`config.mk`:
```
export PLATFORM = sky130hd
export DESIGN_NAME = chbd_cell
export DESIGN_NICKNAME = d
export VERILOG_FILES = /design/src/rtl/complex_halfband_decimator_q15_macros.svh /design/src/rtl/chbd_pkg.sv /design/src/rtl/chbd_cell.sv
export SDC_FILE = /design/constraint.sdc
export NUM_CORES = 1
export LEC_CHECK = 0
export BUFFER_PORTS_ARGS = -buffer_cell sky130_fd_sc_hd__buf_4
export CAP_MARGIN = 20
export CORE_ASPECT_RATIO = 0.75
export CORE_MARGIN = 10
export CORE_UTILIZATION = 44
export DETAILED_ROUTE_END_ITERATION = 7
export PLACE_DENSITY = 0.8
export SLEW_MARGIN = 20
export SYNTH_ARGS = -nofsm -noshare
export SYNTH_HDL_FRONTEND = slang
export SYNTH_SLANG_ARGS = --single-unit
```
`constraint.sdc`:
```
create_clock -name i_clk -period 1 [get_ports i_clk]
set_clock_uncertainty 0.1 [all_clocks]
set_input_delay 0.1 -clock i_clk [delete_from_list [all_inputs] [get_ports i_clk]]
set_output_delay 0.1 -clock i_clk [all_outputs]
set_load 0.01 [all_outputs]
```
`src/rtl/complex_halfband_decimator_q15_macros.svh`:
```
// Assertion macros for the complex halfband decimator.
// Included by the top level; depends on nothing else.
`ifndef COMPLEX_HALFBAND_DECIMATOR_Q15_MACROS_SVH
`define COMPLEX_HALFBAND_DECIMATOR_Q15_MACROS_SVH
`ifndef NO_ASSERTIONS
`define CHBD_ASSERT_SAME(label, clk, rst_n, cond, expr) \
    label: assert property (@(posedge clk) disable iff (!rst_n) (cond) |-> (expr)) \
        else $error("chbd: same-cycle check failed");
`define CHBD_ASSERT_NEXT(label, clk, rst_n, cond, expr) \
    label: assert property (@(posedge clk) disable iff (!rst_n) (cond) |=> (expr)) \
        else $error("chbd: next-cycle check failed");
`else
`define CHBD_ASSERT_SAME(label, clk, rst_n, cond, expr)
`define CHBD_ASSERT_NEXT(label, clk, rst_n, cond, expr)
`endif
`endif

```
`src/rtl/chbd_pkg.sv`:
```
// Shared constants and types for the complex halfband decimator.
// Used by the delay cell, the tap unit and the top level.
package chbd_pkg;
    localparam int SAMPLE_W  = 16;   // working sample width, 8 to 16
    localparam int FIELD_W   = 16;   // width of the sample ports
    localparam int COEF_W    = 16;
    localparam int QSHIFT    = 15;
    localparam int SUM_W     = SAMPLE_W + 1;
    localparam int PROD_W    = SUM_W + COEF_W;
    localparam int N_CELLS   = 7;    // each cell holds two of the 14 history samples
    localparam int N_TAPS    = 4;
    localparam int CFG_IDX_W = 8;

    localparam logic [CFG_IDX_W-1:0] CFG_COEF_OUTER  = CFG_IDX_W'(0);
    localparam logic [CFG_IDX_W-1:0] CFG_COEF_SECOND = CFG_IDX_W'(1);
    localparam logic [CFG_IDX_W-1:0] CFG_COEF_THIRD  = CFG_IDX_W'(2);
    localparam logic [CFG_IDX_W-1:0] CFG_COEF_INNER  = CFG_IDX_W'(3);

    typedef logic signed [SAMPLE_W-1:0] t_samp;
    typedef logic signed [COEF_W-1:0]   t_coef;
    typedef logic signed [FIELD_W-1:0]  t_field;

    typedef struct packed {
        t_samp re;
        t_samp im;
    } t_cplx;

    // Load enables for the two registered stages of a tap.
    typedef struct packed {
        logic ld_sum;
        logic ld_prod;
    } t_pipe_ctl;
endpackage

```
`src/rtl/chbd_cell.sv`:
```
// One cell of the delay chain: holds two consecutive complex history samples.
// Depends on chbd_pkg.
module chbd_cell (
    input  logic           i_clk,
    input  logic           i_rst_n,
    input  logic           i_shift,
    input  chbd_pkg::t_cplx i_even,
    input  chbd_pkg::t_cplx i_odd,
    output chbd_pkg::t_cplx o_even,
    output chbd_pkg::t_cplx o_odd
);
    import chbd_pkg::*;

    t_cplx r_even;
    t_cplx r_odd;

    // The history moves by two samples per beat, so a cell takes both
    // samples of its upstream neighbor at once.
    always_ff @(posedge i_clk) begin
        if (!i_rst_n) begin
            r_even <= '0;
            r_odd  <= '0;
        end else if (i_shift) begin
            r_even <= i_even;
            r_odd  <= i_odd;
        end
    end

    assign o_even = r_even;
    assign o_odd  = r_odd;
endmodule

```
[After elaboration in Yosys (flattened, before gate mapping)]
Cells that the tools add are included.
Word-level totals
  bits in registers: 64
  input bits: 67
  output and inout bits: 64
  word-level logic and storage cells: 4

[Logic depth before layout (Yosys ltp)]
  word-level depth: 0
  mapped depth: 4
  depth with buffers taken out: 2

[Least setup slack after synthesis]
No wires, ideal clock.
  path type: input port to flip-flop
  from: input port i_shift
  to: register r_even (netlist bit o_even[0])
  setup time: 0.116 ns
  arrival: 0.633 ns
  data required time: 0.784 ns
  slack: 0.151 ns
  cell stages on the path: 4
  buffers on the path: 2
  path through: buf_6 > buf_8 > mux2i_1 > nor2b_1
RTL lines
  start: declaration: line chbd_cell.sv:6  | input logic i_shift,
  end signal: assignment: line chbd_cell.sv:24  | r_even <= i_even;
  end: declaration: line chbd_cell.sv:14  | t_cplx r_even;

[Final worst setup path]
  from: register r_even (netlist bit o_even[0])
  to: output port o_even[0] (netlist bit)
RTL lines
  end: declaration: line chbd_cell.sv:9  | output chbd_pkg::t_cplx o_even,
No word-level cell between the ends.

==> results.md <==
Run status:
- The flow ran to the end, and the final reports show no timing, DRC or antenna violations.

Timing:
- For the pin with the worst max-slew slack, the measured transition is around 0.23 ns.
- Across all hold checks on the routed design, the worst slack comes to 0.148 ns.
- The total count of max-transition violations in the final report came to 0.
- After layout, the worst setup slack is approximately 0.011 ns.
- Setup repair after global routing could not meet its margin everywhere.
- Setup violations remaining at the end of the flow were counted as 0.
- After routing, the total negative slack on setup checks comes to 0 ns.
- The worst-case headroom to the max-slew limit is 0.845.
- The hold violation total from the final report is 0.
- The time the final worst path needs with I/O delays and setup is 0.989 ns.
- In the finished design, the share of the clock period the worst path needs comes to 0.989.
- The top achievable clock speed is 1.01 GHz.

Setup path:
- The buffering stage count on the worst path with inverters included is 1.
- The peak per-stage delay on the critical path is 0.35 ns.
- STA puts the critical path data arrival time at a little under 0.8 ns.
- The kind of end point of the critical path is an output port.
- In this run the register-to-register setup slack is about 0.060 ns.
- The startpoint of the worst register-to-register path is o_even[28].
- The critical path in this run is classified as reg2out.
- STA classifies the critical path startpoint as a flop.
- For the worst setup path, the data required time is approximately 0.80 ns.
- For this design, the slowest cell found on the critical path is dfxtp_2.
- Along the worst path, the maximum fanout reaches 2.
- The launching instance or port of the critical path is o_even[0].
- The kind of cell with the highest combined delay along the critical path is flip-flops.
- The destination of the worst register-to-register timing path is o_even[28].
- The signal on the critical path passes through buf_6.
- The number of cells on the worst reg-to-reg path is 3.

Pwr:
- The post-route total power is 6.37 mW.
- The net switching power is 1.51 mW.
- The combinational group share of total power is 0.204.
- Summed over all cells, the static leakage comes to 2.21 nW.
- The areal power density over the cells is between 1000 and 1500 mW/mm^2.
- Of the total power, the share spent switching nets is 0.237.
- The cell internal power dissipation is 4.85 mW.
- The maximum ir drop on the vdd rail is just under 1000 uV.
- Of the total power, registers draw 0.447.
- The clock share of power is 0.349.

Final layout:
- Of the cells placed in the final design, the portion with a size suffix greater than 1 is 0.535.
- The number of non-filler instances in the completed layout is 492.
- The repair_antennas step left the layout with diodes totalling 0.
- Once layout is complete, the utilization of the core stands at 0.876.
- The cell area after layout is roughly 0.0047 mm^2.
- The area of the multi-input gates is 0.00104 mm^2.
- The area growth from synthesis to layout is 92.3%.
- The area taken by flip-flops and latches is 0.00136 mm^2.
- The number of fill cells is between 200 and 250.
- The final net count is 479.

GRT:
- After global routing the overflow that remains totals 0.
- The via count of the first global-routing pass was about 2600.
- The first global-routing pass estimated roughly 14000 um of wire.
- The aggregate global-route resource usage is 0.194.
- The largest net degree at the start of global routing is 65.
- The initial antenna violation count is 0.

Job:
- The total of max-cap violations is 0.

Route:
- For this block, the routed nets add up to 8780 um of wire.
- After detailed routing, the met3 layer carries between 800 and 900 um of wire.
- In this run, the number of DRC markers left after iteration 0 of detailed routing was 33.
- The first detailed-routing pass took 4 iterations.
- In the final routed layout, each cell accounts on average for ~18 um.
- In this run the top signal layer used is met4.
- The count of antenna-violating nets left after detailed routing is 0.
- The detailed-route via count is about 2200.
- The detailed-route vias per instance is approximately 4.5.
- The detailed-routing wirelength on met1 is ~3600 um.
- The DRC violation count after routing is 0.
- In the detailed route, the total length drawn on met2 is between 4000 and 5000 um.

Floorplanning:
- In this run the horizontal extent of the chip is roughly 110 um.
- The chip height is approximately 85 um.
- In this run the core area contains 23 standard-cell rows.
- The placeable core region is between 0.005 and 0.006 mm^2.
- The floorplan step defined a die boundary enclosing roughly 0.009 mm^2.
- For this configuration, the core starts out at a cell density of 0.455.
- The number of ports placed on the die boundary is 131.

Placement:
- Detailed placement finished with a half-perimeter wire length of 5060 um.
- The total placed cells including tap cells is about 400.
- Once placement finished, the instance area stood at between 0.003 and 0.004 mm^2.
- Before CTS, the worst setup slack after placement is between 0.01 and 0.015 ns.
- The number of I/O port buffers is 130.
- Routability-driven placement finished with a final weighted congestion of between 0.7 and 0.8.

Synthesis:
- The post-synthesis instance area is around 0.0025 mm^2.
- The post-synthesis adder-cell area fraction is 0.
- The number of synthesis warnings is 0.
- The synthesized area per cell is ~12 um^2.
- In this run, synthesis produced a sequential element count of 64.
- Counting every net in the synthesized netlist gives around 270.
- Of the total synthesized cell area, the portion taken by XOR and XNOR cells is 0.
- The area fraction in compound gates after synthesis is 0.
- The multiplexer fraction of the synthesized cell area is 0.261.
- Counting distinct cell types in the post-synthesis netlist gives 7.
- Of the total synthesized cell area, the portion taken by AND, OR, NAND and NOR gates is 0.163.
- Synthesis handed over a netlist of about 200 instances.
- The dominant combinational cell family by area after synthesis is multiplexers.
- Of the synthesized area, sequential elements account for 0.523.

Min path:
- The start point of the worst min-delay path is i_rst_n.
- The worst hold path passes through 3 cells.
- The path with the worst hold slack has its endpoint at o_odd[4].
- The min-delay analysis places its worst path in the category in2reg.

Clock network:
- The master cell of the clock root buffer is clkbuf_8.
- The CTS tree is built.
- CTS built an H-tree with a depth of 3.
- The tree built by TritonCTS fans out to 64 sinks.
- The clock insertion delay at the later pin of the skew report is 0.33 ns.
- The CTS buffer count is 9.
- The maximum buffer depth of the clock tree is 2.
- Clock-pin slew was measured on the worst setup and hold paths at around 0.07 ns.
synthesized netlist by cell type:
master,count,share of area
clkbuf_1,6,0.0092
buf_6,1,0.0046
nor2b_1,64,0.16
mux2i_1,64,0.26
buf_8,6,0.037
dfxtp_1,64,0.52
clkbuf_2,1,0.0020
cell usage in the layout (no fill, tap or decap), drive strengths merged:
cell,count
buf,145
clkinv,2
dlygate4sd3,64
bufinv,1
nor2b,64
clkbuf,13
dfxtp,64
mux2i,64
state kept, by name (all words and copies together) (netlist names):
name and flops:
o_odd 32, o_even 32
kinds of logic (layout without fill, tap and decap cells):
logic type             Yosys count  after routing
AND/OR/NAND/NOR                 64             64
flip-flops                      64             64
buffers and inverters           14            225
multiplexers                    64             64
area by class of cell:
type / count / area share
timing repair buffer: 209 / 0.428
sequential: 64 / 0.289
multi-input combinational: 128 / 0.221
clock buffer: 13 / 0.0337
tap: 75 / 0.0199
clock inverter: 3 / 0.00849
worst max-delay path by stage:
| stage | slack [ns] | depth (start not counted) | endpoint |
|---|---|---|---|
| after floorplan | 0.15 | 4 | o_even[0] |
| after global placement | 0.08 | 4 | o_odd[11] |
| after global routing | -0.03 | 1 | o_odd[22] |
| after CTS | -0.003 | 1 | o_odd[7] |
| after detailed placement | 0.01 | 4 | o_even[30] |
| final | 0.01 | 1 | o_even[0] |
what timing repair did:
action,CTS,global route
endpoints found under the setup margin,61,51
gates resized for setup,121,7
pin swaps,0,0
hold buffers,64,0
setup buffers,6,3
endpoints found under the hold margin,64,0
per-layer routing:
layer  up-vias  global-route usage
li1       1086                   -
met1      1023               0.210
met2        98               0.322
met3        19              0.0962
met4         0              0.0736
met5         -                   0
power by group through the flow:
| stage | Clock [mW] | Combinational (mW) | Sequential [mW] |
|---|---|---|---|
| detailed placement | 0 | 0.941 | 2.84 |
| global route | 2.38 | 1.38 | 2.86 |
| finish | 2.22 | 1.30 | 2.85 |
| floorplan | 0 | 0.366 | 2.90 |
| global placement | 0 | 0.920 | 2.83 |
| CTS | 2.29 | 1.25 | 2.84 |
Note: power is estimated with default switching activity, not from simulation.
