--- config.mk ---
export PLATFORM = sky130hd
export DESIGN_NAME = chbd_tap
export DESIGN_NICKNAME = d
export VERILOG_FILES = /design/src/rtl/complex_halfband_decimator_q15_macros.svh /design/src/rtl/chbd_pkg.sv /design/src/rtl/chbd_tap.sv
export SDC_FILE = /design/constraint.sdc
export NUM_CORES = 1
export LEC_CHECK = 0
export BUFFER_PORTS_ARGS = -buffer_cell sky130_fd_sc_hd__buf_2
export CAP_MARGIN = 20
export CORE_UTILIZATION = 53
export CTS_CLUSTER_DIAMETER = 50
export DETAILED_ROUTE_END_ITERATION = 10
export GPL_TIMING_DRIVEN = 0
export PLACE_DENSITY = 0.71
export SETUP_SLACK_MARGIN = 0.3
export SLEW_MARGIN = 20
export SYNTH_ARGS = -nofsm -noshare
export SYNTH_HDL_FRONTEND = slang
export SYNTH_SLANG_ARGS = --single-unit
--- constraint.sdc ---
create_clock -name i_clk -period 16.1 [get_ports i_clk]
set_clock_uncertainty 0.2 [all_clocks]
set_input_delay 0.805 -clock i_clk [delete_from_list [all_inputs] [get_ports i_clk]]
set_output_delay 0.805 -clock i_clk [all_outputs]
set_load 0.05 [all_outputs]
--- src/rtl/complex_halfband_decimator_q15_macros.svh ---
// Assertion macros for the complex halfband decimator.
// Included by the top level; depends on nothing else.
`ifndef COMPLEX_HALFBAND_DECIMATOR_Q15_MACROS_SVH
`define COMPLEX_HALFBAND_DECIMATOR_Q15_MACROS_SVH
`ifndef NO_ASSERTIONS
`define CHBD_ASSERT_SAME(label, clk, rst_n, cond, expr) \
    label: assert property (@(posedge clk) disable iff (!rst_n) (cond) |-> (expr)) \
        else $error("chbd: same-cycle check failed");
`define CHBD_ASSERT_NEXT(label, clk, rst_n, cond, expr) \
    label: assert property (@(posedge clk) disable iff (!rst_n) (cond) |=> (expr)) \
        else $error("chbd: next-cycle check failed");
`else
`define CHBD_ASSERT_SAME(label, clk, rst_n, cond, expr)
`define CHBD_ASSERT_NEXT(label, clk, rst_n, cond, expr)
`endif
`endif

--- src/rtl/chbd_pkg.sv ---
// Shared constants and types for the complex halfband decimator.
// Used by the delay cell, the tap unit and the top level.
package chbd_pkg;
    localparam int SAMPLE_W  = 16;   // working sample width, 8 to 16
    localparam int FIELD_W   = 16;   // width of the sample ports
    localparam int COEF_W    = 16;
    localparam int QSHIFT    = 15;
    localparam int SUM_W     = SAMPLE_W + 1;
    localparam int PROD_W    = SUM_W + COEF_W;
    localparam int N_CELLS   = 7;    // each cell holds two of the 14 history samples
    localparam int N_TAPS    = 4;
    localparam int CFG_IDX_W = 8;

    localparam logic [CFG_IDX_W-1:0] CFG_COEF_OUTER  = CFG_IDX_W'(0);
    localparam logic [CFG_IDX_W-1:0] CFG_COEF_SECOND = CFG_IDX_W'(1);
    localparam logic [CFG_IDX_W-1:0] CFG_COEF_THIRD  = CFG_IDX_W'(2);
    localparam logic [CFG_IDX_W-1:0] CFG_COEF_INNER  = CFG_IDX_W'(3);

    typedef logic signed [SAMPLE_W-1:0] t_samp;
    typedef logic signed [COEF_W-1:0]   t_coef;
    typedef logic signed [FIELD_W-1:0]  t_field;

    typedef struct packed {
        t_samp re;
        t_samp im;
    } t_cplx;

    // Load enables for the two registered stages of a tap.
    typedef struct packed {
        logic ld_sum;
        logic ld_prod;
    } t_pipe_ctl;
endpackage

--- src/rtl/chbd_tap.sv ---
// Symmetric tap unit: pre-add of two mirrored samples, registered multiply, Q15 scale.
// Depends on chbd_pkg.
module chbd_tap (
    input  logic                i_clk,
    input  chbd_pkg::t_pipe_ctl i_ctl,
    input  chbd_pkg::t_cplx     i_a,
    input  chbd_pkg::t_cplx     i_b,
    input  chbd_pkg::t_coef     i_coef,
    output chbd_pkg::t_cplx     o_term
);
    import chbd_pkg::*;

    logic signed [SUM_W-1:0]  r_sum_re;
    logic signed [SUM_W-1:0]  r_sum_im;
    logic signed [PROD_W-1:0] r_prod_re;
    logic signed [PROD_W-1:0] r_prod_im;

    always_ff @(posedge i_clk) begin
        if (i_ctl.ld_sum) begin
            r_sum_re <= SUM_W'($signed(i_a.re)) + SUM_W'($signed(i_b.re));
            r_sum_im <= SUM_W'($signed(i_a.im)) + SUM_W'($signed(i_b.im));
        end
        if (i_ctl.ld_prod) begin
            r_prod_re <= PROD_W'(r_sum_re) * PROD_W'(i_coef);
            r_prod_im <= PROD_W'(r_sum_im) * PROD_W'(i_coef);
        end
    end

    // Arithmetic shift by the Q15 point, then keep the low sample bits.
    assign o_term.re = r_prod_re[QSHIFT+SAMPLE_W-1:QSHIFT];
    assign o_term.im = r_prod_im[QSHIFT+SAMPLE_W-1:QSHIFT];
endmodule

Yosys cells after proc, flatten, opt, wreduce, memory -nomap -nowiden
Cells that the tools add are included.
{"block": "op_classes", "add_sub_neg": 2, "n_mul": 2}
{"op": "17-bit by 16-bit multiplier with 31-bit output", "count": 2}
{"op": "16-bit by 16-bit adder with 17-bit output", "count": 2}
{"block": "word_totals", "out_inout_bits": 32, "ff_bits": 96}

Logic depth before layout (Yosys ltp)
Gate-level depths: netlist of run 1.
{"block": "depth", "depth_word": 1, "mapped_depth": 24}

Least setup slack after synthesis of run 1
No wires, ideal clock.
{"block": "synth_timing", "path_type": "input port to flip-flop", "from": "input i_coef[8]", "to": "register r_prod_re[30] (data pin)", "setup_slack_ns": 9.397, "cell_stages": 24, "setup_ns": 0.259, "path_buffers": 2, "arrival_ns": 6.244, "path_cell_list": "clkbuf_1 clkbuf_1 nand2_1 fa_1 inv_1 fa_1 inv_1 fa_1 inv_1 fa_1 fa_1 inv_1 fa_1 inv_1 ha_1 nand3_1 a21o_1 a31oi_1 o211ai_2 o31ai_4 a2111oi_4 o21ai_2 a31oi_2 xnor2_1"}
{"block": "synth_via", "elab_chain_len": 1}
{"item": "from (decl)", "line_no": "chbd_tap.sv:8", "rtl": "input chbd_pkg::t_coef i_coef,"}
{"item": "17-bit by 16-bit multiplier with 31-bit output", "line_no": "chbd_tap.sv:24", "rtl": "r_prod_re <= PROD_W'(r_sum_re) * PROD_W'(i_coef);"}
{"item": "to (signal assigned)", "line_no": "chbd_tap.sv:24"}
{"item": "to (decl)", "line_no": "chbd_tap.sv:15", "rtl": "logic signed [PROD_W-1:0] r_prod_re;"}
No other way between the ends.
A chain may end at the register's enable or synchronous reset.

Final worst setup path of run 1
{"block": "layout_timing", "from": "input i_coef[8]", "to": "register r_prod_im[30] (data pin)"}
{"block": "layout_via", "elab_chain_len": 1}
{"item": "17-bit by 16-bit multiplier with 31-bit output", "line_no": "chbd_tap.sv:25", "rtl": "r_prod_im <= PROD_W'(r_sum_im) * PROD_W'(i_coef);"}
{"item": "to (signal assigned)", "line_no": "chbd_tap.sv:25"}
{"item": "to (decl)", "line_no": "chbd_tap.sv:16", "rtl": "logic signed [PROD_W-1:0] r_prod_im;"}
No other way between the ends.

==> results of run 1 <==
layout by cell type (no fill, tap or decap), types with 15 or more instances in the layout:
master    Yosys  final
nand2_1     267    267
xor2_1       17     17
ha_1        188    188
clkbuf_1     84     84
xnor2_1      67     67
buf_2         0    111
nand3_1      15     15
nor2_1       56     56
fa_1        524    524
edfxtp_1     66     66
nand2b_1     16     16
and2_1      257    257
inv_1       616    616
a21oi_1      38     38
per-stage QoR:
step,instances,hold slack [ps]
after detailed placement,2975,891
after global placement,2975,887
final,2996,512
after CTS,2991,496
after global routing,2991,508
after floorplan,2332,692
routing by layer:
layer,up-vias,global-route usage,wire (microns)
met4,2,0.117,2130
li1,7059,-,-
met2,563,0.478,27300
met5,-,0,13
met3,140,0.0525,3900
met1,8085,0.360,22300
state kept, by name (all words and copies together) (netlist names):
register,cells
r_sum_im,17
r_prod_im,16
r_sum_re,17
r_prod_re,16
worst paths after layout:
| check | endpoint | from | slack [ps] |
|---|---|---|---|
| max | r_prod_im[30]$_DFFE_PP_ | i_coef[8] | 8510 |
| min | r_sum_im[0]$_DFFE_PP_ | i_b[0] | 510 |
| max reg2reg | r_prod_im[30]$_DFFE_PP_ | r_sum_im[7]$_DFFE_PP_ | 8850 |
| min reg2reg | r_prod_re[30]$_DFFE_PP_ | r_sum_re[16]$_DFFE_PP_ | 900 |
cells by family (layout without fill, tap and decap cells):
| group | after synthesis | count (layout) | share of synthesized area |
|---|---|---|---|
| other cells | 0 | 5 | 0 |
| simple gates | 645 | 645 | 0.144 |
| flops | 66 | 66 | 0.0890 |
| buf+inv | 702 | 829 | 0.118 |
| fa+ha+maj | 712 | 712 | 0.576 |
| compound gates | 123 | 123 | 0.0395 |
| xor+xnor | 84 | 84 | 0.0330 |
cell type report:
class	count	area, sq um
buffer	86	323
inverter	616	2310
sequential	66	1980
antenna	5	12.5
multi-input combinational	1564	17700
timing repair buffer	111	556
tap	532	666
clock buffer	9	225
fill	3571	17300
clock inverter	7	73.8
worst max-delay path: stages:
cell and delay, ps:
clkbuf_1 560, clkbuf_1 560, nand2_1 160, fa_1 530
inv_1 70, fa_1 520, inv_1 60, fa_1 520
inv_1 50, fa_1 560, fa_1 450, fa_1 450
ha_1 320, nand4_1 90, a211o_1 320, o211ai_1 430
a21oi_1 220, o31ai_1 410, a21oi_1 160, o21bai_1 180
xnor2_1 80
==> PnR_summary.wiki, run 1 <==
{| class="wikitable"
! Metric !! Value
|-
| Result of the run || complete, but fails checks
|-
| Violations in the final reports || design-rule violations
|-
| Routed length per placed instance || 18.6 microns
|-
| Most common flop cell mapped by yosys || edfxtp_1
|-
| Dpl ws || between 8000 and 9000 ps
|-
| Clock tree from TritonCTS || done
|-
| Fin crit share || 0.471
|-
| Post-CTS Setup Bufs || 0
|-
| Detail-routed via count per cell || roughly 5.3
|-
| Number of port buffers || 111
|-
| Total iterations of the first detailed-routing run || 8
|-
| Average instance area after synthesis || between 9 and 10 sq um
|-
| Worst min-delay path category || in2reg
|-
| Floorplan Core Area || ~41000 sq um
|-
| Vertical extent of the die || around 210 microns
|-
| Share of the yosys chip area belonging to registers || 0.0890
|-
| Cell accounting for the most synthesized area || fa_1
|-
| Placer Congestion || approximately 0.93
|-
| First-iteration detailed-routing DRC count || about 1200
|-
| Arrival time of data at the critical path endpoint || around 7500 ps
|-
| Crit path time final || 7590 ps
|-
| Fmax || ~130 MHz
|-
| Startpoint Class || primary input
|-
| Total setup violations reported at the end of the flow || 0
|-
| Max-slew violations || 0
|-
| Clock transition at the register clock pins on the worst setup and hold paths after CTS || around 60 ps
|-
| Required time at the worst-slack endpoint || 16040 ps
|-
| Number of top-level pins || 115
|-
| Pin slew with the least headroom to its limit || ~900 ps
|-
| Warnings from Yosys || 0
|-
| All-Layer GR Usage || 0.283
|-
| Max-cap violation count || 0
|-
| Share of cells above drive strength 1 || 0.0569
|-
| Buffer type at the clock tree root || clkbuf_16
|-
| Synth cell count leaders || inv_1, fa_1, nand2_1
|-
| Number of sinks on the clock net || 66
|-
| Mapped Nets || 3127
|-
| Cts-stage hold buffer count || 0
|-
| Number of global-route vias before repair || 17615
|-
| Cell area after placement || approximately 24000 sq um
|-
| Crit. End Element || flip-flop
|-
| Wire length of the first global-routing pass || 93300 microns
|-
| DRC errors left || 6
|-
| Routed via count || around 16000
|-
| Least setup slack across all paths after layout || roughly 8500 ps
|-
| Final design instance area without fill || 23800 sq um
|-
| Post-synthesis instance area || roughly 22000 sq um
|-
| Site row count || 74
|-
| Post-layout net count || between 3000 and 4000
|-
| Post-Syn Instances || 2332
|-
| Fraction of synthesized cell area taken by the top area cell type || 0.471
|-
| Area growth, synth to finish || 6.89%
|-
| Clock Latency Late Sink || ~400 ps
|-
| Max transition margin || 0.391
|-
| Longest Clk Path Bufs || 2
|-
| Count of endpoints failing hold in the final timing report || 0
|-
| Die X || roughly 210 microns
|-
| Largest net degree at the start of global routing || 35
|-
| Number of CTS-inserted buffers || 9
|-
| Count leader, synth || inv_1
|-
| Final core area utilization || 0.579
|-
| Number of flops mapped to enable cells by yosys || 66
|-
| # resized after CTS || 0
|-
| Crit Path Max Fanout || 10
|-
| Unrepaired setup endpoints after global routing || false
|-
| Hold Path Cell Cnt || 2
|-
| Count of cell types in the netlist || 52
|-
| Critical setup path kind || in2reg
|-
| Leading post-synthesis cells by cell area || fa_1, ha_1, inv_1, edfxtp_1, and2_1
|-
| Total congestion overflow after global routing || 0
|-
| Share of flip-flops with an asynchronous set or reset after synthesis || 0
|-
| R2R depth || 20
|-
| Initial cell density of the core || 0.542
|-
| Total of flip-flops plus latches after synthesis || 66
|-
| Total Die Area || 42900 sq um
|-
| Setup TNS || 0 ps
|-
| Antenna viol nets, final || 0
|-
| DRT Wirelength || 55700 microns
|-
| H-tree levels || 3
|-
| HPWL after detailed placement || ~47000 microns
|-
| Antenna violations before repair || 2
|}
Power of run 1 is not shown: default switching activity piles up to over one toggle a cycle in this logic, so the estimate is an artifact.
==> inputs of run 2 (changes only) <==
==> constraint.sdc (replaced) <==
create_clock -name i_clk -period 7.36 [get_ports i_clk]
set_clock_uncertainty 0.2 [all_clocks]
set_input_delay 0.368 -clock i_clk [delete_from_list [all_inputs] [get_ports i_clk]]
set_output_delay 0.368 -clock i_clk [all_outputs]
set_load 0.05 [all_outputs]
==> run 2 against run 1 <==
Against the previous run: the run still ends with design-rule violations left; cell area is 0.44% higher; setup slack worse by 8000 ps; clock-buffer cell count stayed put; critical path depth is 1 higher; non-clock buffer count is 6 higher; routed wire length is 0.21% higher; die area stayed put; worst hold slack worse by 440 ps; utilization is 0.26 points higher.
==> PnR_summary.wiki, run 2 (synthesized netlist as in run 1, its figures left out) <==
{| class="wikitable"
! Metric !! Value
|-
| Crit path time final || 6800 ps
|-
| Routed length per placed instance || 18.6 microns (+0.11%)
|-
| Sequential cell area || 1980 sq um (unchanged)
|-
| DRC errors left || 6 (unchanged)
|-
| Wire length of the first global-routing pass || 93300 microns (unchanged)
|-
| Clock transition at the register clock pins on the worst setup and hold paths after CTS || 60 ps (about the same)
|-
| Buffer type at the clock tree root || clkbuf_16
|-
| Detail-routed via count per cell || 5.29 (about the same)
|-
| Critical setup path kind || reg2reg
|-
| HPWL after detailed placement || 47300 microns (unchanged)
|-
| Startpoint of the worst-slack reg-to-reg timing path || r_sum_im[14]$_DFFE_PP_
|-
| Total iterations of the first detailed-routing run || 11 (+3)
|-
| Antenna violations before repair || 1 (-1)
|-
| Floorplan Core Area || 41100 sq um (unchanged)
|-
| DRT Wirelength || 55800 microns (+0.21%)
|-
| Result of the run || complete, but fails checks
|-
| Routed via count || 15877 (+0.18%)
|-
| Longest Clk Path Bufs || 2 (unchanged)
|-
| Crit. End Element || flip-flop
|-
| Max transition margin || 0.389 (-0.00270)
|-
| Footprint of the multi-input gates || 17700 sq um (about the same)
|-
| Antenna viol nets, final || 0 (unchanged)
|-
| Site row count || 74 (unchanged)
|-
| Leading registers by flop count || r_sum_im x17, r_sum_re x17
|-
| Startpoint of the worst hold path || i_b[0]
|-
| R2R depth || 22 (+10%)
|-
| Fill cell instance count of the final layout || 3566 (-0.14%)
|-
| Clock tree from TritonCTS || done
|-
| Max-cap violation count || 0 (unchanged)
|-
| All-Layer GR Usage || 0.283 (about the same)
|-
| H-tree levels || 3 (unchanged)
|-
| Endpoint of the worst hold-timing path || r_sum_im[0]$_DFFE_PP_
|-
| Most common cell after layout, fill and taps aside || inv_1
|-
| Largest net degree at the start of global routing || 35 (unchanged)
|-
| Fmax || 147 MHz
|-
| Crit Path Max Fanout || 10 (unchanged)
|-
| Most frequent cells in the layout || inv_1, fa_1, nand2_1, and2_1, ha_1
|-
| Clock Latency Late Sink || 400 ps (about the same)
|-
| Share of cells above drive strength 1 || 0.0714 (+0.0145)
|-
| Reg2reg end || r_prod_im[30]$_DFFE_PP_
|-
| Vertical extent of the die || 207 microns (unchanged)
|-
| Number of global-route vias before repair || 17579 (-0.20%)
|-
| Die X || 207 microns (unchanged)
|-
| Worst slack on hold paths || 74.9 ps (-437 ps)
|-
| First-iteration detailed-routing DRC count || 1221 (+3.3%)
|-
| Worst min-delay path category || in2reg
|-
| Arrival time of data at the critical path endpoint || 6750 ps (-780 ps)
|-
| Startpoint Class || flip-flop
|-
| Total congestion overflow after global routing || 0 (unchanged)
|-
| Setup slack of the most critical reg-to-reg path || 560 ps (-8290 ps)
|-
| Fin crit share || 0.924
|-
| Number of port buffers || 111 (unchanged)
|-
| Unrepaired setup endpoints after global routing || false
|-
| Total setup violations reported at the end of the flow || 0 (unchanged)
|-
| Hold Path Cell Cnt || 2 (unchanged)
|-
| Required time at the worst-slack endpoint || 7300 ps (-8740 ps)
|-
| Number of top-level pins || 115 (unchanged)
|-
| Pin slew with the least headroom to its limit || 917 ps (+4.05 ps)
|-
| Max-slew violations || 0 (unchanged)
|-
| Cts-stage hold buffer count || 0 (unchanged)
|-
| Count of endpoints failing hold in the final timing report || 0 (unchanged)
|-
| Initial cell density of the core || 0.542 (unchanged)
|-
| Post-layout net count || 3255 (+0.18%)
|-
| Violations in the final reports || design-rule violations
|-
| Total Die Area || 42900 sq um (unchanged)
|-
| Placer Congestion || 0.935 (unchanged)
|-
| Number of sinks on the clock net || 66 (unchanged)
|-
| Area growth, synth to finish || 7.36%
|-
| Number of CTS-inserted buffers || 9 (unchanged)
|}
==> run 2: routing by layer <==
metal  vias up  GRT usage  wire, microns
met5         -          0              0
met4         0      0.116           2070
met3       138     0.0465           4060
met2       592      0.479          27500
met1      8084      0.363          22100
li1       7063          -              -
==> run 2: layout make-up <==
cell class,count,share of cell area
Buffer,86,0.0151
Multi-Input combinational cell,1564,0.739
Timing Repair Buffer,117,0.0256
Tap cell,532,0.0278
Antenna cell,2,0.000209
Clock buffer,9,0.00942
Sequential cell,66,0.0829
Inverter,616,0.0967
Clock inverter,7,0.00309
==> run 2: repair_timing <==
action                     4_1_cts  5_1_grt
gates resized for setup         17       33
pin swaps                        1        2
setup buffers                    1        5
setup endpoints to repair        7        9
gates cloned                     0        0
==> run 2: how the worst max path moves through the flow <==
stage / slack [ps] / cells after the start / from / to
2_1_floorplan: 1090 / 24 / i_coef[8] / r_prod_re[30]$_DFFE_PP_
3_3_place_gp: -180 / 21 / i_coef[8] / r_prod_im[30]$_DFFE_PP_
3_5_place_dp: -240 / 21 / i_coef[8] / r_prod_im[30]$_DFFE_PP_
4_1_cts: 330 / 21 / r_sum_re[11]$_DFFE_PP_ / r_prod_re[30]$_DFFE_PP_
5_1_grt: 300 / 23 / i_coef[1] / r_prod_re[30]$_DFFE_PP_
6_report: 560 / 22 / r_sum_im[14]$_DFFE_PP_ / r_prod_im[30]$_DFFE_PP_
==> run 2: worst max-delay path, stage by stage, from the launching register on <==
cell and delay [ps]:
edfxtp_1 550, clkbuf_1 330, and2_1 250, fa_1 560
inv_1 50, fa_1 490, fa_1 530, inv_1 60
fa_1 500, fa_1 500, inv_1 50, fa_1 470
inv_1 40, ha_1 330, a21o_1 180, a21o_1 190
a21oi_1 210, o211ai_1 140, a21oi_1 270, o31ai_1 170
a21oi_1 250, o21bai_1 110, xnor2_1 130
==> run 2: through the flow <==
stage | TNS [ps] | setup slack, ps | utilization | std cells | instance area [sq um]
floorplan | 0 | 1090 | - | 2332 | 22300
global placement | -328 | -182 | 0.572 | 2975 | 23500
detailed placement | -734 | -236 | 0.572 | 2975 | 23500
CTS | 0 | 326 | 0.580 | 2992 | 23800
global route | 0 | 302 | 0.582 | 2997 | 23900
finish | 0 | 558 | 0.582 | 2999 | 23900
Power of run 2 is left out for the same reason.
==> inputs of run 3 (changes only) <==
--- a/config.mk
+++ b/config.mk
@@ -5,13 +5,14 @@
 export SDC_FILE = /design/constraint.sdc
 export NUM_CORES = 1
 export LEC_CHECK = 0
+export ABC_AREA = 1
 export BUFFER_PORTS_ARGS = -buffer_cell sky130_fd_sc_hd__buf_2
 export CAP_MARGIN = 20
 export CORE_UTILIZATION = 53
 export CTS_CLUSTER_DIAMETER = 50
 export DETAILED_ROUTE_END_ITERATION = 10
 export GPL_TIMING_DRIVEN = 0
-export PLACE_DENSITY = 0.71
+export PLACE_DENSITY = 0.7
 export SETUP_SLACK_MARGIN = 0.3
 export SLEW_MARGIN = 20
 export SYNTH_ARGS = -nofsm -noshare
==> run 3 against run 2 <==
Against the previous run: the flow now finishes without violations; fmax down 0.41%; clock-buffer cell count is the same; setup slack got worse by 28 ps; sequential share of layout area shrank 0.79 points; cell count rose by 32%; synthesized area grew 12%; synthesized cell count grew 39%; non-clock buffer count is 17 higher; largest cell class unchanged.
==> PnR_summary.wiki, run 3 <==
{| class="wikitable"
! Metric !! Value
|-
| First-iteration detailed-routing DRC count || 1620 (+33%)
|-
| Clock Latency Late Sink || 380 ps (-20 ps)
|-
| Antenna violations before repair || 2 (+1)
|-
| Total Die Area || 47800 sq um (+11%)
|-
| Number of top-level pins || 115 (unchanged)
|-
| Vertical extent of the die || 219 microns (+5.6%)
|-
| Cell type with the highest occurrence count on the critical path || nand2_1
|-
| Mapped Nets || 4035 (+29%)
|-
| Startpoint of the worst hold path || i_b[16]
|-
| Worst min-delay path category || in2reg
|-
| Total iterations of the first detailed-routing run || 6 (-5)
|-
| Max-slew violations || 0 (unchanged)
|-
| Share of flip-flops with an asynchronous set or reset after synthesis || 0 (unchanged)
|-
| Global Route met2 Usage || 0.481 (+0.00165)
|-
| Met1 demand-to-capacity share in global routing || 0.436 (+0.0729)
|-
| Area growth, synth to finish || 6.38%
|-
| Most common cell after layout, fill and taps aside || inv_1
|-
| Total congestion overflow after global routing || 0 (unchanged)
|-
| Fmax || 146 MHz (-0.41%)
|-
| Count of endpoints failing hold in the final timing report || 0 (unchanged)
|-
| Clock tree from TritonCTS || done
|-
| Routed length per placed instance || 17.8 microns (-4.5%)
|-
| Warnings from Yosys || 0 (unchanged)
|-
| Number of flops mapped to enable cells by yosys || 66 (unchanged)
|-
| Cts-stage hold buffer count || 0 (unchanged)
|-
| Longest Clk Path Bufs || 2 (unchanged)
|-
| H-tree levels || 3 (unchanged)
|-
| Critical Path, Cell by Cell || clkbuf_1 > clkbuf_1 > nand2_1 > fa_1 > inv_1 > fa_1 > fa_1 > fa_1 > fa_1 > inv_1 > fa_1 > inv_1 > ha_1 > nand2_1 > o21ai_1 > nand2_1 > nand2_1 > a21oi_1 > nand2_1 > inv_1 > nand2_1 > nand2_1
|-
| Arrival time of data at the critical path endpoint || 6770 ps (+20 ps)
|-
| Worst path max stage delay || 780 ps (+220 ps)
|-
| Critical setup path kind || in2reg
|-
| Least setup slack across all paths after layout || 530 ps (-28.4 ps)
|-
| Routed via count || 20398 (+28%)
|-
| Required time at the worst-slack endpoint || 7300 ps (about the same)
|-
| All-Layer GR Usage || 0.313 (+0.0294)
|-
| Fraction of synthesized cell area taken by the top area cell type || 0.422 (-0.0489)
|-
| CP max stage cell || clkbuf_1
|-
| Number of global-route vias before repair || 21216 (+21%)
|-
| Number of port buffers || 99 (-11%)
|-
| Most frequent cells in the layout || inv_1, nand2_1, fa_1, ha_1, nor2_1
|-
| Share of the yosys chip area belonging to registers || 0.0797 (-0.00923)
|-
| Top Usage Layer GRT || met2
|-
| Clock transition at the register clock pins on the worst setup and hold paths after CTS || 60 ps (about the same)
|-
| Pin slew with the least headroom to its limit || 1040 ps (+122 ps)
|-
| Startpoint of the worst-slack reg-to-reg timing path || r_sum_re[5]$_DFFE_PP_
|-
| Combined buffer and inverter count along the critical path || 6 (+1)
|-
| Count of cell types in the netlist || 36 (-31%)
|-
| Crit Path Max Fanout || 10 (unchanged)
|-
| Total setup violations reported at the end of the flow || 0 (unchanged)
|-
| Number of sinks on the clock net || 66 (unchanged)
|-
| DRC errors left || 0 (-6)
|-
| Dpl ws || -113 ps (+123 ps)
|-
| Dominant delay contributor by cell family on the critical path || adder cells
|-
| Crit path time final || 6830 ps (+28.4 ps)
|-
| Fin crit share || 0.928 (+0.00385)
|-
| Post-layout net count || 4147 (+27%)
|-
| Startpoint Class || primary input
|-
| Cell accounting for the most synthesized area || fa_1
|-
| Antenna viol nets, final || 0 (unchanged)
|-
| Floorplan Core Area || 45800 sq um (+11%)
|-
| Wire length of the first global-routing pass || 112000 microns (+20%)
|-
| Synth cell count leaders || inv_1, nand2_1, fa_1
|-
| HPWL after detailed placement || 61300 microns (+30%)
|-
| Global-route met3 utilization || 0.0649 (+0.0183)
|-
| Post-synthesis instance area || 24900 sq um (+12%)
|-
| Leading post-synthesis cells by cell area || fa_1, inv_1, nand2_1, ha_1, edfxtp_1
|-
| DRT Wirelength || 70300 microns (+26%)
|-
| Detail-routed via count per cell || 5.15 (-2.7%)
|-
| Buffer type at the clock tree root || clkbuf_16
|-
| Number of CTS-inserted buffers || 9 (unchanged)
|-
| Die X || 219 microns (+5.6%)
|-
| Site row count || 78 (+5.4%)
|-
| Post-Syn Instances || 3240 (+39%)
|-
| Placer Congestion || 0.969 (+3.6%)
|-
| Share of cells above drive strength 1 || 0.0441 (-0.0273)
|-
| Initial cell density of the core || 0.543 (+0.00117)
|-
| Most common flop cell mapped by yosys || edfxtp_1
|-
| Crit. End Element || flip-flop
|-
| Result of the run || complete, no violations
|-
| Total of flip-flops plus latches after synthesis || 66 (unchanged)
|-
| Largest net degree at the start of global routing || 35 (unchanged)
|-
| Max transition margin || 0.307 (-0.0814)
|-
| Max-cap violation count || 0 (unchanged)
|-
| Leading registers by flop count || r_sum_im x17, r_sum_re x17
|-
| Beginning of the critical path || i_coef[10]
|-
| Unrepaired setup endpoints after global routing || true
|-
| Average instance area after synthesis || 7.67 sq um (-20%)
|-
| Count leader, synth || inv_1
|}
==> run 3: metrics by stage <==
stage	cells	hold WS, ps	cell area, sq um	setup TNS (ps)	util
global route	3957	124	26400	0	0.578
floorplan	3240	280	24900	0	-
finish	3958	119	26400	0	0.578
detailed placement	3939	497	26100	-162	0.570
global placement	3939	499	26100	-99.5	0.570
CTS	3957	102	26400	0	0.577
==> run 3: worst reg2reg max path, stage by stage, from the launching register on <==
cell and delay [ps]:
edfxtp_1 330, clkbuf_1 540, clkbuf_1 530, nand2_1 160, fa_1 520, inv_1 50, fa_1 500, inv_1 50
fa_1 530, inv_1 60, fa_1 470, fa_1 500, inv_1 50, fa_1 470, inv_1 40, ha_1 300
a21oi_1 230, nor2_1 60, nor2_1 160, nor2_1 70, nor2_1 240, nor2_1 120, nor2_1 190, nand2_1 70
nand2_1 70, nand2_1 50
==> run 3: worst paths after layout <==
kind / to / slack (ps) / cells after the start
max: r_prod_im[30]$_DFFE_PP_ / 530 / 22
min: r_sum_re[0]$_DFFE_PP_ / 120 / 2
max reg2reg: r_prod_re[29]$_DFFE_PP_ / 560 / 25
min reg2reg: r_prod_im[30]$_DFFE_PP_ / 1080 / 8
==> run 3: kinds of logic after synthesis <==
| family | after synthesis | share of synthesized area |
|---|---|---|
| xor+xnor | 49 | 0.0173 |
| flops | 66 | 0.0797 |
| fa+ha+maj | 712 | 0.517 |
| simple gates | 1129 | 0.180 |
| compound gates | 167 | 0.0376 |
| buf+inv | 1117 | 0.169 |
==> run 3: final cells by class <==
class / instances / area, sq um
clock inverter: 7 / 81.3
tap: 600 / 751
timing repair buffer: 101 / 510
inverter: 998 / 3750
antenna: 1 / 2.50
multi-input combinational: 2057 / 18700
sequential: 66 / 1980
fill: 4334 / 19300
buffer: 119 / 459
clock buffer: 9 / 225
==> run 3: what timing repair did <==
item | CTS | global route
gates resized for setup | 1 | 11
pin swaps | 0 | 0
setup endpoints to repair | 2 | 6
buffers inserted | 2 | 0
==> run 3: metal layers <==
metal	up-vias	wire length [microns]	part of all wire
met3	126	7140	0.10
li1	9451	-	-
met1	9986	29800	0.42
met2	833	31200	0.44
met5	-	16	0.00023
met4	2	2200	0.031
Power of run 3 is left out for the same reason.
